--- src/rtl/core/ps2mt_pkg.sv ---
// shared types and constants for the ps/2 mouse cursor tracker
package ps2mt_pkg;

  localparam int unsigned CURSOR_MARGIN_DEF = 20;
  localparam int unsigned COORD_W           = 12;
  localparam int unsigned CFG_IDX_W         = 1;

  localparam logic [COORD_W-1:0] WIDTH_RST  = 12'd800;
  localparam logic [COORD_W-1:0] HEIGHT_RST = 12'd600;
  localparam logic [COORD_W-1:0] POS_X_RST  = 12'd400;
  localparam logic [COORD_W-1:0] POS_Y_RST  = 12'd300;

  localparam int unsigned LEFT_BIT = 0;

  typedef enum logic [CFG_IDX_W-1:0] {
    REG_SCREEN_WIDTH  = 1'b0,
    REG_SCREEN_HEIGHT = 1'b1
  } cfg_reg_t;

  typedef enum logic [1:0] {
    PH_HEAD = 2'd0,
    PH_DX   = 2'd1,
    PH_DY   = 2'd2
  } byte_phase_t;

  typedef enum logic [2:0] {
    EV_PRESS   = 3'd0,
    EV_RELEASE = 3'd1,
    EV_DRAG    = 3'd2,
    EV_HOVER   = 3'd3,
    EV_NONE    = 3'd4
  } event_kind_t;

  typedef struct packed {
    logic [7:0] data_byte;
    logic       from_aux;
  } in_item_t;

  typedef struct packed {
    logic [COORD_W-1:0] cursor_x;
    logic [COORD_W-1:0] cursor_y;
    logic [COORD_W-1:0] prev_x;
    logic [COORD_W-1:0] prev_y;
    event_kind_t        event_kind;
    logic               left_down;
  } out_item_t;

  typedef struct packed {
    logic [COORD_W-1:0] screen_width;
    logic [COORD_W-1:0] screen_height;
  } screen_cfg_t;

endpackage

--- src/rtl/core/ps2mt_in_reg.sv ---
// input register stage holding one controller byte request
module ps2mt_in_reg (
  input  logic                clk,
  input  logic                rst_n,
  input  logic                in_valid,
  output logic                in_stall,
  input  ps2mt_pkg::in_item_t in_data,
  output logic                s1_valid,
  output ps2mt_pkg::in_item_t s1_item,
  input  logic                s1_take
);
  import ps2mt_pkg::*;

  logic     s1_valid_r;
  in_item_t s1_item_r;

  assign in_stall = s1_valid_r && !s1_take;
  assign s1_valid = s1_valid_r;
  assign s1_item  = s1_item_r;

  always_ff @(posedge clk) begin
    if (!rst_n) begin
      s1_valid_r <= 1'b0;
    end else if (in_valid && !in_stall) begin
      s1_valid_r <= 1'b1;
    end else if (s1_take) begin
      s1_valid_r <= 1'b0;
    end
  end

  always_ff @(posedge clk) begin
    if (in_valid && !in_stall) begin
      s1_item_r <= in_data;
    end
  end

endmodule

--- src/rtl/core/ps2mt_axis_clamp.sv ---
// one axis: add signed delta and clamp to [0, size - margin]
module ps2mt_axis_clamp #(
  parameter int unsigned CURSOR_MARGIN = ps2mt_pkg::CURSOR_MARGIN_DEF
) (
  input  logic [ps2mt_pkg::COORD_W-1:0] pos,
  input  logic [7:0]                    delta,
  input  logic [ps2mt_pkg::COORD_W-1:0] size,
  output logic [ps2mt_pkg::COORD_W-1:0] pos_new
);
  import ps2mt_pkg::*;

  localparam int unsigned SUM_W = COORD_W + 2;

  logic [COORD_W-1:0] limit;
  logic [SUM_W-1:0]   sum;

  always_comb begin
    limit = (size > COORD_W'(CURSOR_MARGIN)) ? size - COORD_W'(CURSOR_MARGIN) : '0;
    sum   = {2'b00, pos} + {{(SUM_W-8){delta[7]}}, delta};
    if (sum[SUM_W-1]) begin
      pos_new = '0;
    end else if (sum[SUM_W-2:0] >= {1'b0, limit}) begin
      pos_new = limit;
    end else begin
      pos_new = sum[COORD_W-1:0];
    end
  end

endmodule

--- src/rtl/core/ps2mt_tracker.sv ---
// packet assembly, cursor state, event choice and result register
module ps2mt_tracker #(
  parameter int unsigned CURSOR_MARGIN = ps2mt_pkg::CURSOR_MARGIN_DEF
) (
  input  logic                   clk,
  input  logic                   rst_n,
  input  ps2mt_pkg::screen_cfg_t screen_cfg,
  input  logic                   s1_valid,
  input  ps2mt_pkg::in_item_t    s1_item,
  output logic                   s1_take,
  output logic                   out_valid,
  input  logic                   out_stall,
  output ps2mt_pkg::out_item_t   out_data
);
  import ps2mt_pkg::*;

  byte_phase_t        phase_r;
  logic [7:0]         head_r;
  logic [7:0]         dx_r;
  logic [COORD_W-1:0] pos_x_r;
  logic [COORD_W-1:0] pos_y_r;
  logic               held_r;
  logic               out_valid_r;
  out_item_t          out_data_r;

  logic               produce;
  logic               fire;
  logic [7:0]         dy;
  logic [COORD_W-1:0] pos_x_nxt;
  logic [COORD_W-1:0] pos_y_nxt;
  logic               left;
  event_kind_t        kind;

  assign produce  = s1_valid && s1_item.from_aux && (phase_r == PH_DY);
  assign s1_take  = !produce || !out_valid_r || !out_stall;
  assign fire     = s1_valid && s1_take && s1_item.from_aux;
  assign dy       = 8'(8'd0 - s1_item.data_byte);
  assign left     = head_r[LEFT_BIT];
  assign out_valid = out_valid_r;
  assign out_data  = out_data_r;

  ps2mt_axis_clamp #(.CURSOR_MARGIN(CURSOR_MARGIN)) u_clamp_x (
    .pos     (pos_x_r),
    .delta   (dx_r),
    .size    (screen_cfg.screen_width),
    .pos_new (pos_x_nxt)
  );

  ps2mt_axis_clamp #(.CURSOR_MARGIN(CURSOR_MARGIN)) u_clamp_y (
    .pos     (pos_y_r),
    .delta   (dy),
    .size    (screen_cfg.screen_height),
    .pos_new (pos_y_nxt)
  );

  always_comb begin
    if (left && !held_r) begin
      kind = EV_PRESS;
    end else if (!left && held_r) begin
      kind = EV_RELEASE;
    end else if (left) begin
      kind = EV_DRAG;
    end else if (pos_x_nxt != pos_x_r || pos_y_nxt != pos_y_r) begin
      kind = EV_HOVER;
    end else begin
      kind = EV_NONE;
    end
  end

  always_ff @(posedge clk) begin
    if (!rst_n) begin
      phase_r     <= PH_HEAD;
      head_r      <= '0;
      dx_r        <= '0;
      pos_x_r     <= POS_X_RST;
      pos_y_r     <= POS_Y_RST;
      held_r      <= 1'b0;
      out_valid_r <= 1'b0;
    end else begin
      if (produce && s1_take) begin
        out_valid_r <= 1'b1;
      end else if (!out_stall) begin
        out_valid_r <= 1'b0;
      end
      if (fire) begin
        case (phase_r)
          PH_HEAD: begin
            head_r  <= s1_item.data_byte;
            phase_r <= PH_DX;
          end
          PH_DX: begin
            dx_r    <= s1_item.data_byte;
            phase_r <= PH_DY;
          end
          PH_DY: begin
            phase_r <= PH_HEAD;
            pos_x_r <= pos_x_nxt;
            pos_y_r <= pos_y_nxt;
            held_r  <= left;
          end
          default: begin
            phase_r <= PH_HEAD;
          end
        endcase
      end
    end
  end

  always_ff @(posedge clk) begin
    if (produce && s1_take) begin
      out_data_r.cursor_x   <= pos_x_nxt;
      out_data_r.cursor_y   <= pos_y_nxt;
      out_data_r.prev_x     <= pos_x_r;
      out_data_r.prev_y     <= pos_y_r;
      out_data_r.event_kind <= kind;
      out_data_r.left_down  <= left;
    end
  end

endmodule

--- src/rtl/core/ps2_mouse_packet_cursor_tracker_unit.sv ---
// PS/2 mouse cursor tracker: takes one controller byte request per cycle while
// in_stall is low and gives one cursor request per completed three-byte mouse
// packet. Bytes not flagged as mouse data are dropped. A byte is captured in the
// input register, and the packet result is computed from it combinationally and
// captured in the output register, where out_valid rises. The rate is one
// byte per cycle while in_stall is low, set by the single add-and-clamp pass
// per axis. Stall on the result side holds the result register and stalls the
// input only when a third packet byte is waiting behind an untaken result.
// screen_width and screen_height are written through the cfg port, which is
// always ready, and take effect from the next completed packet.
module ps2_mouse_packet_cursor_tracker_unit #(
  parameter int unsigned CURSOR_MARGIN = ps2mt_pkg::CURSOR_MARGIN_DEF
) (
  input  logic                                clk,
  input  logic                                rst_n,
  input  logic                                in_valid,
  output logic                                in_stall,
  input  ps2mt_pkg::in_item_t                 in_data,
  output logic                                out_valid,
  input  logic                                out_stall,
  output ps2mt_pkg::out_item_t                out_data,
  input  logic                                cfg_valid,
  output logic                                cfg_ready,
  input  logic [ps2mt_pkg::CFG_IDX_W-1:0]     cfg_index,
  input  logic [ps2mt_pkg::COORD_W-1:0]       cfg_data
);
  import ps2mt_pkg::*;

  screen_cfg_t screen_cfg_r;
  logic        s1_valid;
  in_item_t    s1_item;
  logic        s1_take;

  assign cfg_ready = 1'b1;

  always_ff @(posedge clk) begin
    if (!rst_n) begin
      screen_cfg_r.screen_width  <= WIDTH_RST;
      screen_cfg_r.screen_height <= HEIGHT_RST;
    end else if (cfg_valid && cfg_ready) begin
      case (cfg_reg_t'(cfg_index))
        REG_SCREEN_WIDTH:  screen_cfg_r.screen_width  <= cfg_data;
        REG_SCREEN_HEIGHT: screen_cfg_r.screen_height <= cfg_data;
        default: begin
        end
      endcase
    end
  end

  ps2mt_in_reg u_in_reg (
    .clk      (clk),
    .rst_n    (rst_n),
    .in_valid (in_valid),
    .in_stall (in_stall),
    .in_data  (in_data),
    .s1_valid (s1_valid),
    .s1_item  (s1_item),
    .s1_take  (s1_take)
  );

  ps2mt_tracker #(.CURSOR_MARGIN(CURSOR_MARGIN)) u_tracker (
    .clk        (clk),
    .rst_n      (rst_n),
    .screen_cfg (screen_cfg_r),
    .s1_valid   (s1_valid),
    .s1_item    (s1_item),
    .s1_take    (s1_take),
    .out_valid  (out_valid),
    .out_stall  (out_stall),
    .out_data   (out_data)
  );

endmodule

--- config.mk ---
export PLATFORM = sky130hd
export DESIGN_NAME = ps2_mouse_packet_cursor_tracker_unit
export DESIGN_NICKNAME = d
export VERILOG_FILES = /design/src/rtl/core/ps2mt_pkg.sv /design/src/rtl/core/ps2mt_in_reg.sv /design/src/rtl/core/ps2mt_axis_clamp.sv /design/src/rtl/core/ps2mt_tracker.sv /design/src/rtl/core/ps2_mouse_packet_cursor_tracker_unit.sv
export SDC_FILE = /design/constraint.sdc
export NUM_CORES = 1
export LEC_CHECK = 0
export BUFFER_PORTS_ARGS = -buffer_cell sky130_fd_sc_hd__buf_2
export CAP_MARGIN = 10
export CORE_ASPECT_RATIO = 0.75
export CORE_MARGIN = 10
export CORE_UTILIZATION = 38
export DETAILED_ROUTE_END_ITERATION = 16
export GPL_ROUTABILITY_DRIVEN = 0
export SETUP_SLACK_MARGIN = 0.02
export SLEW_MARGIN = 10
export SYNTH_ARGS = -nofsm -noshare
export SYNTH_HDL_FRONTEND = slang
export SYNTH_SLANG_ARGS = --single-unit
--- constraint.sdc ---
create_clock -name clk -period 16.5 [get_ports clk]
set_input_delay 0.825 -clock clk [delete_from_list [all_inputs] [get_ports clk]]
set_output_delay 0.825 -clock clk [all_outputs]
set_load 0.05 [all_outputs]
==> metrics.md <==
| Metric | Value |
|---|---|
| Status | finished clean |
| Layout cell share with drive strength beyond 1 | 12.9% |
| Post-synth top area share | between 20% and 30% |
| Core Util, Final | between 40 and 50% |
| FF+latch count, synth | 123 |
| CTS tree | built |
| RSZ-0062 raised after global routing | no |
| Largest net degree at the start of global routing | 63 |
| Cell variety after synth | 73 |
| Non-filler cells in the finished layout | 1262 |
| Synth area leaders | edfxtp_1 (23%), dfxtp_1 (16%), ha_1 (9.3%) |
| Initial antenna violation count | 0 |
| Final WL | ~24000 um |
| DP HPWL | roughly 18000 um |
| Largest family of logic cells by synthesized area | simple AND/OR/NAND/NOR gates |
| Worst EP arrival | between 6000 and 7000 ps |
| Critical Path RT | between 15000 and 20000 ps |
| Post-DR vias/cell | 5.54 |
| Worst hold stages | 2 |
| Worst Path Class, Setup | reg -> reg |
| Top cells by count, synth | nand2_1 (137), nor2_1 (72), dfxtp_1 (62) |
| Cell Area, Placed | 0.00863 mm^2 |
| Min-Delay Path Class | reg -> reg |
| Top-count cell post-synth | nand2_1 |
| Crit path time final | between 6000 and 7000 ps |
| Grt total ovfl | 0 |
| Drt first-iter violations | 821 |
| Hold path start | u_tracker.dx_r[2] |
| Worst slew pin tran | 891 ps |
| Net Count, Synth | a little under 1000 |
| Cells after Synth | 896 |
| Routed length per instance | 18.9 um |
| Cts bufs inserted | 17 |
| Setup TNS | 0 ps |
| CP Max Fanout | 28 |
| DRT Pass-1 Iters | 5 |
| CP endpoint kind | flop |
| Total core area | 0.0204 mm^2 |
| P&R area growth vs syn | 15.7% |
| Rows | 45 |
| Clk root buf | clkbuf_16 |
| Reg2reg setup slack | 10160 ps |
| Xor and xnor fraction of the mapped netlist area | 3.85% |
| Final setup fails | 0 |
| DRC | 0 |
| Share of flip-flops with an asynchronous set or reset | 0% |
| Post-CTS setup buffers | 0 |
| Finished Cell Area | 0.00922 mm^2 |
| Die area | 0.0272 mm^2 |
| Seq/Total Area, Yosys | 38.5% |
| Fin Clk Skew | around 13 ps |
| Total power | 0.851 mW |
| Post-Synth Simple-Gate Area | 20.8% |
| Final hold vios | 0 |
| PwrDens | slightly above 90 mW/mm^2 |
| Mapped Avg Cell Area | 8.90 um^2 |
| Die width | 187 um |
| Worst VDD drop | 0.0000724 V |
| Hold buffer count at cts | 0 |
| CTS Sinks | between 100 and 150 |
| RR Startpoint | u_in_reg.s1_item[3] |
| Worst reg2reg path depth | 20 |
| Diodes inserted | 0 |
| Maximum Capacitance Violations | 0 |
| Cts repair resizes | 0 |
| Starting Density | 39.0% |
| Nets | 1055 |
| Post-Place Cells | 1230 |
| Hold Path End | u_tracker.dx_r[2] |
| FF-to-FF End | u_tracker.out_data[2] |
| Worst setup SP type | flop |
| Leakage | between 3 and 4 nW |
| Detail Route Antenna Nets | 0 |
| Port bufs | 80 |
| Clock Tree Buf Depth | 2 |
| Ys flop type | dfxtp_1 |
| Final period util | 38.4% |
| Post-synthesis mux area share | 3.67% |
| Peak Freq | 158 MHz |
| Mapped Area | 0.00797 mm^2 |
| Synth warn | 0 |
| I/O pins | 82 |
| Vias in the first global route | 6437 |
| Final Max Tran Viols | 0 |
| Global-route wire length before repair | 37400 um |
| # H-tree levels | 4 |
| Clk_lat worst skew | 430 ps |
| Vert. Die Dim | 145 um |
| Synth Area in Compound Gates | 19.2% |
| Synth Area in Adders | 9.76% |
| Via count | 6990 |
| Post-synth top area cell | edfxtp_1 |
| Slew headroom | 40.2% |
| Number of synthesized flops with an enable pin | 61 |
| Worst-path clk slew | 60 ps |
| Total GRT Usage | 17.2% |
## per-layer routing
metal | routed length [um] | track usage (%) | up-vias
li1 | - | - | 3386
met1 | 12500 | 27.2 | 3268
met2 | 8640 | 20.9 | 312
met3 | 2450 | 5.79 | 24
met4 | 244 | 4.10 | 0
met5 | 0 | 0 | -
## layout make-up
type | instances | area, um^2
Sequential cell | 123 | 3070
Timing Repair Buffer | 85 | 438
Multi-Input combinational cell | 687 | 4570
Clock buffer | 20 | 447
Tap cell | 282 | 353
Fill cell | 2005 | 11200
Clock inverter | 12 | 146
Inverter | 53 | 199
## placed cells by master (no fill, tap or decap), types with 4 or more instances in the layout
master	n
clkbuf_16	17
nor2b_1	16
o211a_1	4
a221o_1	4
buf_4	5
o21ai_0	27
a2111oi_0	5
nand2_1	137
a21oi_1	39
o31ai_1	8
buf_2	80
o22ai_1	9
nand4_1	5
o211ai_1	13
mux2i_1	27
ha_1	59
o2111ai_1	5
or3_1	5
nor4_1	11
o21bai_1	5
a221oi_1	5
or4_1	4
a211oi_1	5
xnor2_1	24
a31oi_1	4
nor3_1	19
a21boi_0	44
nor3b_1	5
and2_1	9
or2_2	4
nor2_1	72
a21o_1	11
nand3_1	22
inv_1	52
xor2_1	11
nand2b_1	18
edfxtp_1	61
o21a_1	6
dfxtp_1	62
## power by group
group	internal [mW]	switching, mW	leakage (nW)	total (mW)
clock network	0.241	0.145	0.290	0.386
registers	0.326	0.00631	1.09	0.332
logic	0.0504	0.0830	2.45	0.133
total	0.617	0.234	3.83	0.851
## worst max-delay path by stage
stage                                    from                    end  cells past startpoint
after global routing      u_in_reg.s1_item[3]  u_tracker.out_data[2]                     20
after CTS                 u_in_reg.s1_item[3]  u_tracker.out_data[2]                     19
after floorplan           u_in_reg.s1_item[3]  u_tracker.out_data[1]                     22
after detailed placement  u_in_reg.s1_item[3]  u_tracker.out_data[2]                     19
final                     u_in_reg.s1_item[3]  u_tracker.out_data[2]                     20
after global placement    u_in_reg.s1_item[3]  u_tracker.out_data[1]                     20
## kinds of logic (layout without fill, tap and decap cells)
kind of cell | after synthesis | count (layout)
AO/OA/AOI/OAI | 216 | 216
XOR/XNOR | 35 | 35
adder cells (fa/ha/maj) | 61 | 61
buffers and inverters | 86 | 170
flip-flops | 123 | 123
multiplexers | 29 | 29
other | 1 | 1
AND/OR/NAND/NOR | 345 | 345
## sequential cells by signal, indices dropped and copies added, names as in the netlist
register             count
u_in_reg.s1_valid        1
u_tracker.out_valid      1
screen_cfg_r            24
u_tracker.out_data      52
u_tracker.pos_x_r       12
u_tracker.pos_y_r       12
u_in_reg.s1_item         9
u_tracker.head_r         1
u_tracker.dx_r           8
u_tracker.phase_r        2
u_tracker.held_r         1
## metrics by stage
step | hold slack, ps | worst slack (ps)
floorplan | 447 | 11130
global placement | 468 | 10350
detailed placement | 468 | 10200
CTS | 485 | 10210
global route | 503 | 9710
finish | 483 | 10160
## critical path: stages, from the launching register on
cell	delay (ps)
edfxtp_1	460
or4_4	590
nor4_4	150
xnor2_1	300
ha_1	570
o211ai_1	140
o31ai_1	450
a31oi_1	170
xnor2_1	330
inv_1	90
ha_1	220
a2111oi_0	380
a21oi_1	70
a21oi_1	140
nand2_1	100
a21oi_4	640
mux2i_1	310
nor2_1	130
a2111oi_0	450
and4_1	300
a31oi_1	90
No activity file was read; power rests on OpenSTA's default activity.
